**src/prq_pkg.sv**
```systemverilog
package prq_pkg;

    // Action codes carried on the input channel.
    localparam logic [1:0] ACT_PUSH = 2'd0;
    localparam logic [1:0] ACT_PICK = 2'd1;
    localparam logic [1:0] ACT_POLL = 2'd2;

    // Width of the action field.
    localparam int ACTION_BITS = 2;

    // Sequencer states.
    typedef enum logic [1:0] {
        ST_IDLE,
        ST_HEAD,
        ST_SHIFT,
        ST_PLACE
    } prq_state_t;

    // Result control from the sequencer to the output register.
    typedef struct packed {
        logic load;
        logic valid_res;
        logic full_drop;
    } prq_res_t;

endpackage

```
**src/prq_ram.sv**
```systemverilog
module prq_ram #(
    parameter int WIDTH = 24,
    parameter int DEPTH = 16
) (
    input  logic                     clk,
    input  logic                     wr_en,
    input  logic [$clog2(DEPTH)-1:0] wr_addr,
    input  logic [WIDTH-1:0]         wr_data,
    input  logic                     rd_en,
    input  logic [$clog2(DEPTH)-1:0] rd_addr,
    output logic [WIDTH-1:0]         rd_data
);

    logic [WIDTH-1:0] mem [DEPTH];
    logic [WIDTH-1:0] rd_data_reg;

    // One write port and one registered read port.
    always_ff @(posedge clk)
    begin
        if (wr_en)
        begin
            mem[wr_addr] <= wr_data;
        end
        if (rd_en)
        begin
            rd_data_reg <= mem[rd_addr];
        end
    end

    assign rd_data = rd_data_reg;

endmodule

```
**src/prq_seq.sv**
```systemverilog
module prq_seq #(
    parameter int QUEUE_DEPTH   = 16,
    parameter int PRIORITY_BITS = 8,
    parameter int ID_BITS       = 16
) (
    input  logic                                   clk,
    input  logic                                   rst_n,
    input  logic                                   in_valid,
    output logic                                   in_ready,
    input  logic [prq_pkg::ACTION_BITS-1:0]        in_action,
    input  logic [ID_BITS-1:0]                     in_id,
    input  logic [PRIORITY_BITS-1:0]               in_prio,
    input  logic                                   out_free,
    output prq_pkg::prq_res_t                      res,
    output logic [ID_BITS-1:0]                     res_id,
    output logic [PRIORITY_BITS-1:0]               res_prio,
    output logic                                   ram_wr_en,
    output logic [$clog2(QUEUE_DEPTH)-1:0]         ram_wr_addr,
    output logic [ID_BITS+PRIORITY_BITS-1:0]       ram_wr_data,
    output logic                                   ram_rd_en,
    output logic [$clog2(QUEUE_DEPTH)-1:0]         ram_rd_addr,
    input  logic [ID_BITS+PRIORITY_BITS-1:0]       ram_rd_data
);

    localparam int AW = $clog2(QUEUE_DEPTH);
    localparam int CW = $clog2(QUEUE_DEPTH + 1);
    localparam logic [AW:0] DEPTH_W = (AW + 1)'(QUEUE_DEPTH);
    localparam logic [CW-1:0] DEPTH_C = CW'(QUEUE_DEPTH);

    prq_pkg::prq_state_t state_reg, state_next;
    logic [AW-1:0]            head_reg, head_next;
    logic [CW-1:0]            occ_reg, occ_next;
    logic [AW-1:0]            idx_reg, idx_next;
    logic [ID_BITS-1:0]       new_id_reg, new_id_next;
    logic [PRIORITY_BITS-1:0] new_prio_reg, new_prio_next;
    logic                     poll_reg, poll_next;

    logic                     in_fire;
    logic [CW-1:0]            occ_m1;
    logic [AW-1:0]            idx_m1;
    logic [AW-1:0]            idx_m2;
    logic [ID_BITS-1:0]       rd_id;
    logic [PRIORITY_BITS-1:0] rd_prio;
    logic                     shift_on;

    // Maps a position counted from the head onto a memory address.
    function automatic logic [AW-1:0] phys(input logic [AW-1:0] head, input logic [AW-1:0] pos);
        logic [AW:0] sum;
        sum = {1'b0, head} + {1'b0, pos};
        if (sum >= DEPTH_W)
        begin
            sum = sum - DEPTH_W;
        end
        return sum[AW-1:0];
    endfunction

    assign in_ready = (state_reg == prq_pkg::ST_IDLE) && out_free;
    assign in_fire  = in_valid && in_ready;
    assign occ_m1   = occ_reg - CW'(1);
    assign idx_m1   = idx_reg - AW'(1);
    assign idx_m2   = idx_reg - AW'(2);
    assign rd_id    = ram_rd_data[ID_BITS-1:0];
    assign rd_prio  = ram_rd_data[ID_BITS+PRIORITY_BITS-1:ID_BITS];
    // The entry read last moves one place toward the tail when its priority is not above the new one.
    assign shift_on = (rd_prio <= new_prio_reg);

    // Next state.
    always_comb
    begin
        state_next = state_reg;
        unique case (state_reg)
            prq_pkg::ST_IDLE:
            begin
                if (in_fire)
                begin
                    unique case (in_action)
                        prq_pkg::ACT_PUSH:
                        begin
                            if ((occ_reg != DEPTH_C) && (occ_reg != '0))
                            begin
                                state_next = prq_pkg::ST_SHIFT;
                            end
                        end
                        prq_pkg::ACT_PICK, prq_pkg::ACT_POLL:
                        begin
                            if (occ_reg != '0)
                            begin
                                state_next = prq_pkg::ST_HEAD;
                            end
                        end
                        default:
                        begin
                            state_next = prq_pkg::ST_IDLE;
                        end
                    endcase
                end
            end
            prq_pkg::ST_HEAD:
            begin
                state_next = prq_pkg::ST_IDLE;
            end
            prq_pkg::ST_SHIFT:
            begin
                if (!shift_on)
                begin
                    state_next = prq_pkg::ST_IDLE;
                end
                else if (idx_reg == AW'(1))
                begin
                    state_next = prq_pkg::ST_PLACE;
                end
            end
            prq_pkg::ST_PLACE:
            begin
                state_next = prq_pkg::ST_IDLE;
            end
            default:
            begin
                state_next = prq_pkg::ST_IDLE;
            end
        endcase
    end

    // Memory accesses, results and bookkeeping.
    always_comb
    begin
        head_next     = head_reg;
        occ_next      = occ_reg;
        idx_next      = idx_reg;
        new_id_next   = new_id_reg;
        new_prio_next = new_prio_reg;
        poll_next     = poll_reg;
        res           = '0;
        res_id        = '0;
        res_prio      = '0;
        ram_wr_en     = 1'b0;
        ram_wr_addr   = '0;
        ram_wr_data   = {new_prio_reg, new_id_reg};
        ram_rd_en     = 1'b0;
        ram_rd_addr   = '0;
        unique case (state_reg)
            prq_pkg::ST_IDLE:
            begin
                if (in_fire)
                begin
                    res.load = 1'b1;
                    unique case (in_action)
                        prq_pkg::ACT_PUSH:
                        begin
                            if (occ_reg == DEPTH_C)
                            begin
                                res.full_drop = 1'b1;
                            end
                            else
                            begin
                                res.valid_res = 1'b1;
                                new_id_next   = in_id;
                                new_prio_next = in_prio;
                                if (occ_reg == '0)
                                begin
                                    // An empty queue takes the task straight at the head.
                                    ram_wr_en   = 1'b1;
                                    ram_wr_addr = head_reg;
                                    ram_wr_data = {in_prio, in_id};
                                    occ_next    = occ_reg + CW'(1);
                                end
                                else
                                begin
                                    // Start the scan at the tail entry.
                                    ram_rd_en   = 1'b1;
                                    ram_rd_addr = phys(head_reg, occ_m1[AW-1:0]);
                                    idx_next    = occ_reg[AW-1:0];
                                end
                            end
                        end
                        prq_pkg::ACT_PICK, prq_pkg::ACT_POLL:
                        begin
                            if (occ_reg != '0)
                            begin
                                // The result waits for the head entry to come back.
                                res.load    = 1'b0;
                                ram_rd_en   = 1'b1;
                                ram_rd_addr = head_reg;
                                poll_next   = (in_action == prq_pkg::ACT_POLL);
                            end
                        end
                        default:
                        begin
                            res.load = 1'b1;
                        end
                    endcase
                end
            end
            prq_pkg::ST_HEAD:
            begin
                res.load      = 1'b1;
                res.valid_res = 1'b1;
                res_id        = rd_id;
                res_prio      = rd_prio;
                if (poll_reg)
                begin
                    head_next = phys(head_reg, AW'(1));
                    occ_next  = occ_m1;
                end
            end
            prq_pkg::ST_SHIFT:
            begin
                ram_wr_en   = 1'b1;
                ram_wr_addr = phys(head_reg, idx_reg);
                if (shift_on)
                begin
                    // Move the entry down and fetch the one ahead of it.
                    ram_wr_data = ram_rd_data;
                    idx_next    = idx_m1;
                    if (idx_reg != AW'(1))
                    begin
                        ram_rd_en   = 1'b1;
                        ram_rd_addr = phys(head_reg, idx_m2);
                    end
                end
                else
                begin
                    occ_next = occ_reg + CW'(1);
                end
            end
            prq_pkg::ST_PLACE:
            begin
                ram_wr_en   = 1'b1;
                ram_wr_addr = phys(head_reg, idx_reg);
                occ_next    = occ_reg + CW'(1);
            end
            default:
            begin
                res = '0;
            end
        endcase
    end

    // Control registers.
    always_ff @(posedge clk or negedge rst_n)
    begin
        if (!rst_n)
        begin
            state_reg <= prq_pkg::ST_IDLE;
            head_reg  <= '0;
            occ_reg   <= '0;
        end
        else
        begin
            state_reg <= state_next;
            head_reg  <= head_next;
            occ_reg   <= occ_next;
        end
    end

    // Working registers of the current request.
    always_ff @(posedge clk)
    begin
        idx_reg      <= idx_next;
        new_id_reg   <= new_id_next;
        new_prio_reg <= new_prio_next;
        poll_reg     <= poll_next;
    end

endmodule

```
**src/priority_ready_queue_core.sv**
```systemverilog
// Ready queue of task ids held in descending order of priority.
// Input channel s_*: s_tuser carries the action (push, pick, poll) and
// s_tdata carries the task id and its priority. Output channel m_*: one
// result for every request, with the head id and priority in m_tdata and
// the valid and full-drop flags in m_tuser.
// A push goes in ahead of the first stored entry whose priority is less
// than or equal to its own; a push into a full queue is dropped and flagged.
// A pick reports the head, a poll reports and removes it.
// Entries live in one RAM used as a ring, with a head pointer and a count.
// Results: a push result and every empty, full or unused-code result is
// registered in the cycle after the request; a pick or poll reads the
// head entry from the RAM first and loads its result in ST_HEAD. The block
// takes no new request in ST_HEAD, nor while a push scans from the tail in
// ST_SHIFT (and ST_PLACE when it lands at the head); the scan does one RAM
// read and one write per cycle. A push onto an empty queue needs no scan.
// Reset empties the queue at once; the RAM contents need no clearing.
// A result waits in the output register while m_tready is low, and a new
// request is taken only once the register is free or being emptied.
module priority_ready_queue_core #(
    parameter int QUEUE_DEPTH   = 16,
    parameter int PRIORITY_BITS = 8,
    parameter int ID_BITS       = 16
) (
    input  logic                                      clk,
    input  logic                                      rst_n,
    input  logic                                      s_tvalid,
    output logic                                      s_tready,
    // Fields from bit 0: task_id, priority_req, zero fill.
    input  logic [((ID_BITS+PRIORITY_BITS+7)/8)*8-1:0] s_tdata,
    // Fields from bit 0: action.
    input  logic [prq_pkg::ACTION_BITS-1:0]           s_tuser,
    output logic                                      m_tvalid,
    input  logic                                      m_tready,
    // Fields from bit 0: head_id, head_priority, zero fill.
    output logic [((ID_BITS+PRIORITY_BITS+7)/8)*8-1:0] m_tdata,
    // Fields from bit 0: valid_res, full_drop.
    output logic [1:0]                                m_tuser
);

    localparam int AW = $clog2(QUEUE_DEPTH);
    localparam int EW = ID_BITS + PRIORITY_BITS;
    localparam int DW = ((EW + 7) / 8) * 8;

    prq_pkg::prq_res_t        res;
    logic [ID_BITS-1:0]       res_id;
    logic [PRIORITY_BITS-1:0] res_prio;
    logic                     out_free;

    logic                     ram_wr_en;
    logic [AW-1:0]            ram_wr_addr;
    logic [EW-1:0]            ram_wr_data;
    logic                     ram_rd_en;
    logic [AW-1:0]            ram_rd_addr;
    logic [EW-1:0]            ram_rd_data;

    logic                     m_tvalid_reg;
    logic [EW-1:0]            m_data_reg;
    logic [1:0]               m_flags_reg;

    assign out_free = !m_tvalid_reg || m_tready;

    prq_seq #(
        .QUEUE_DEPTH   (QUEUE_DEPTH),
        .PRIORITY_BITS (PRIORITY_BITS),
        .ID_BITS       (ID_BITS)
    ) u_seq (
        .clk         (clk),
        .rst_n       (rst_n),
        .in_valid    (s_tvalid),
        .in_ready    (s_tready),
        .in_action   (s_tuser),
        .in_id       (s_tdata[ID_BITS-1:0]),
        .in_prio     (s_tdata[EW-1:ID_BITS]),
        .out_free    (out_free),
        .res         (res),
        .res_id      (res_id),
        .res_prio    (res_prio),
        .ram_wr_en   (ram_wr_en),
        .ram_wr_addr (ram_wr_addr),
        .ram_wr_data (ram_wr_data),
        .ram_rd_en   (ram_rd_en),
        .ram_rd_addr (ram_rd_addr),
        .ram_rd_data (ram_rd_data)
    );

    prq_ram #(
        .WIDTH (EW),
        .DEPTH (QUEUE_DEPTH)
    ) u_ram (
        .clk     (clk),
        .wr_en   (ram_wr_en),
        .wr_addr (ram_wr_addr),
        .wr_data (ram_wr_data),
        .rd_en   (ram_rd_en),
        .rd_addr (ram_rd_addr),
        .rd_data (ram_rd_data)
    );

    // Output valid flag.
    always_ff @(posedge clk or negedge rst_n)
    begin
        if (!rst_n)
        begin
            m_tvalid_reg <= 1'b0;
        end
        else if (res.load)
        begin
            m_tvalid_reg <= 1'b1;
        end
        else if (m_tready)
        begin
            m_tvalid_reg <= 1'b0;
        end
    end

    // Output payload.
    always_ff @(posedge clk)
    begin
        if (res.load)
        begin
            m_data_reg  <= {res_prio, res_id};
            m_flags_reg <= {res.full_drop, res.valid_res};
        end
    end

    assign m_tvalid = m_tvalid_reg;
    assign m_tdata  = DW'(m_data_reg);
    assign m_tuser  = m_flags_reg;

    // A result never overwrites one that is still waiting.
    assert property (@(posedge clk) disable iff (!rst_n)
        res.load |-> out_free)
    else $error("result loaded while output register is occupied");

    // A result is loaded in the cycle of its request or in the cycle after it.
    assert property (@(posedge clk) disable iff (!rst_n)
        res.load |-> ((s_tvalid && s_tready) || $past(s_tvalid && s_tready)))
    else $error("result loaded without a recent request");

    // A result is never both accepted and dropped.
    assert property (@(posedge clk) disable iff (!rst_n)
        res.load |-> !(res.valid_res && res.full_drop))
    else $error("result flagged both valid and dropped");

endmodule

```
**config.mk**
```make
export PLATFORM = sky130hd
export DESIGN_NAME = priority_ready_queue_core
export DESIGN_NICKNAME = d
export VERILOG_FILES = /design/src/prq_pkg.sv /design/src/prq_ram.sv /design/src/prq_seq.sv /design/src/priority_ready_queue_core.sv
export SDC_FILE = /design/constraint.sdc
export NUM_CORES = 1
export LEC_CHECK = 0
export ABC_AREA = 1
export ABC_CLOCK_PERIOD_IN_PS = 5600
export CAP_MARGIN = 0
export CORE_AREA = 3 3 234 236
export DETAILED_ROUTE_END_ITERATION = 6
export DIE_AREA = 0 0 237 239
export DONT_BUFFER_PORTS = 1
export GPL_TIMING_DRIVEN = 0
export PLACE_DENSITY_LB_ADDON = 0.08
export SYNTH_ARGS = -nofsm -noshare
export SYNTH_HDL_FRONTEND = slang
export SYNTH_SLANG_ARGS = --single-unit
export TNS_END_PERCENT = 50
```
**constraint.sdc**
```tcl
create_clock -name clk -period 5.6 [get_ports clk]
set_input_delay 1.4 -clock clk [delete_from_list [all_inputs] [get_ports clk]]
set_output_delay 1.4 -clock clk [all_outputs]
set_load 0.03 [all_outputs]
```
==> metrics <==
status finished, final reports clean; Synth Cell Area 21600 sq um; Yosys warnings 0; Fin. Hold Viols 0; Worst-Margin Slew 1.02 ns; Synth Area in Adders 1.84%; Area growth syn-to-layout 13.9%; mux cell area share after synthesis 0%; CTS tree done; ys flop type edfxtp_1; DP Wirelength 42900 microns; Die ar. 56600 sq um; initial antenna violation count 0; DRC 0; CTS sink count 475; CP bufs+invs 3; fmax 0.270 GHz; Final nets 2145; Psw 4870 uW; die extent in y 239 microns; Die Span X 237 microns; clock power share 25.7%; number of diodes 0; CP Launch Type flip-flop; Post-CTS Setup Repair Bufs 0; CTS clk-pin slew, worst paths 0.06 ns; Total Neg Setup Slack 0 ns; Final Max Tran Viols 0; top post-synthesis cells by area edfxtp_1, nand3_1, inv_1; core area 52700 sq um; CP max stage delay 0.67 ns; routed via count 14500; Logic pwr share 34.1%; routability congestion estimate 0.850; most used cell, CP nand2_1; R2R depth 13; Clock Latency Late Sink 0.61 ns; crit path time final 3.70 ns; routed len/inst 21.4 microns; grt ovf 0; R2R Path End u_ram.rd_data[18]; vias in the first global route 14600; Initial Util 41.1%; TritonCTS buffer count 53; Slew Limit Headroom 32.1%; unrepaired setup endpoints after global routing no; async set-reset flop share out of synthesis 2.53%; top-count cell post-synth edfxtp_1; Final Cell Area 24600 sq um; Routed WL 60300 microns; area share of the largest cell type after synthesis 64.2%; final period utilization 66.1%; XOR/XNOR Fraction of Synth Area 0.647%; Pint 7970 uW; leading area contributor after synthesis edfxtp_1; Synth Area in Compound Gates 3.28%; #FFs+latches synth 475; register area share after synthesis 65.6%; Final WS setup 1.90 ns; largest family of logic cells by synthesized area simple AND/OR/NAND/NOR gates; Top Ports 58; fraction of layout cells with a size suffix above 1 10.5%; Post-Place Worst Slack 1.35 ns; global-route wire length before repair 90800 microns; part of the power in registers 40.2%; syn_nets 2072; Synth cell types 41; DR pass1 iterations 5; PD cells 521 nW/um^2; Synth Area in Simple Gates 19.9%; final total power 12800 uW; Max FO, Critical Path 10; top cell family by delay on the critical path buffers and inverters; Total GRT Usage 21.4%; Hold Buf Count CTS 0; leakage 0.00988 uW; Mapped Cells 2012; CP arrival 4.04 ns; htree depth 2; worst path cell trace inv_1, ha_1, xor2_1, ha_1, xor2_1, o22ai_1, nand2_1, nand2_1, inv_1, clkbuf_1, nand3_1, nand3_1, nand2_1; CTS-repair resized insts 0; HP Class in -> async; CP startpoint u_seq.occ_reg[0]; routed vias/inst 5.15; r2r setup slk 1.90 ns; slowest CP cell clkbuf_1; Sw Ratio 37.9%; largest net degree at the start of global routing 27; CP Capture Type flip-flop; Post-synth EDFFs 463; worst path required time 5.94 ns; critical path class reg -> reg; DRT antenna net count 0; num rows 84; r2r startpoint u_seq.occ_reg[0]; number of max-cap violations 0; placed inst area 23000 sq um; Setup Skew 0.0191 ns; clock buffer depth 3; First DRT Iteration DRCs 1170; Port Buffers 0; clock root cell clkbuf_16; Setup-failing EPs final 0; top cells by count, synth edfxtp_1, nand3_1, inv_1; max FFs per register 384; peak supply drop 0.255 mV; Mean Syn Cell Area 10.8 sq um
[cells by family (layout without fill, tap and decap cells)]
logic type,Yosys count,count (layout)
buf+inv,468,582
xor+xnor,16,16
simple gates,908,908
flops,475,475
fa+ha+maj,30,30
compound gates,115,115
[metal layers]
layer / wire, microns / GRT usage [%] / up-vias
met4: 1170 / 5.17 / 0
met2: 28100 / 34.9 / 407
met1: 27200 / 29.7 / 7037
met3: 3790 / 4.05 / 86
met5: 0 / 0 / -
li1: - / - / 6970
[worst max path at each step]
stage	to	slack [ns]	cells after the start
after floorplan	u_ram.mem[0][0]	0.98	9
after global placement	u_ram.mem[0][9]	-0.89	9
after detailed placement	u_ram.mem[7][3]	1.35	10
after CTS	u_ram.mem[3][15]	1.72	8
after global routing	u_ram.rd_data[18]	1.68	13
final	u_ram.rd_data[18]	1.90	13
[through the flow]
step	hold slack [ns]	util [%]	std cells
4_1_cts	0.461	46.8	2814
6_report	0.493	46.8	2814
2_1_floorplan	0.518	-	2012
5_1_grt	0.453	46.8	2814
3_5_place_dp	0.565	43.7	2718
3_3_place_gp	0.559	42.7	2700
[power groups by stage]
stage	Sequential (uW)	Clock, uW	Combinational [uW]
global placement	5280	0	4040
detailed placement	5240	0	4350
global route	5200	3520	4800
floorplan	5190	0	2500
CTS	5170	3360	4370
finish	5160	3290	4380
[cell usage in the layout, fill, tap and decap left out, types with 12 or more instances in the layout]
cell type,n
nand2_1,322
o21ai_0,44
clkbuf_16,54
nor2_4,14
o221ai_2,23
xor2_1,13
nand3_1,439
dfrtp_1,12
clkbuf_1,42
a21oi_1,31
ha_1,27
edfxtp_1,463
inv_1,350
clkinv_1,15
nand3b_1,72
buf_8,16
buf_2,64
nor2_1,42
[layout make-up]
cell class | instances | area, sq um
Fill cell | 4860 | 28000
Sequential cell | 475 | 14200
Multi-Input combinational cell | 1069 | 5810
Clock buffer | 65 | 1390
Inverter | 355 | 1330
Tap cell | 688 | 861
Buffer | 113 | 557
Timing Repair Buffer | 18 | 268
Clock inverter | 31 | 225
Note: power is estimated with default switching activity, not from simulation.
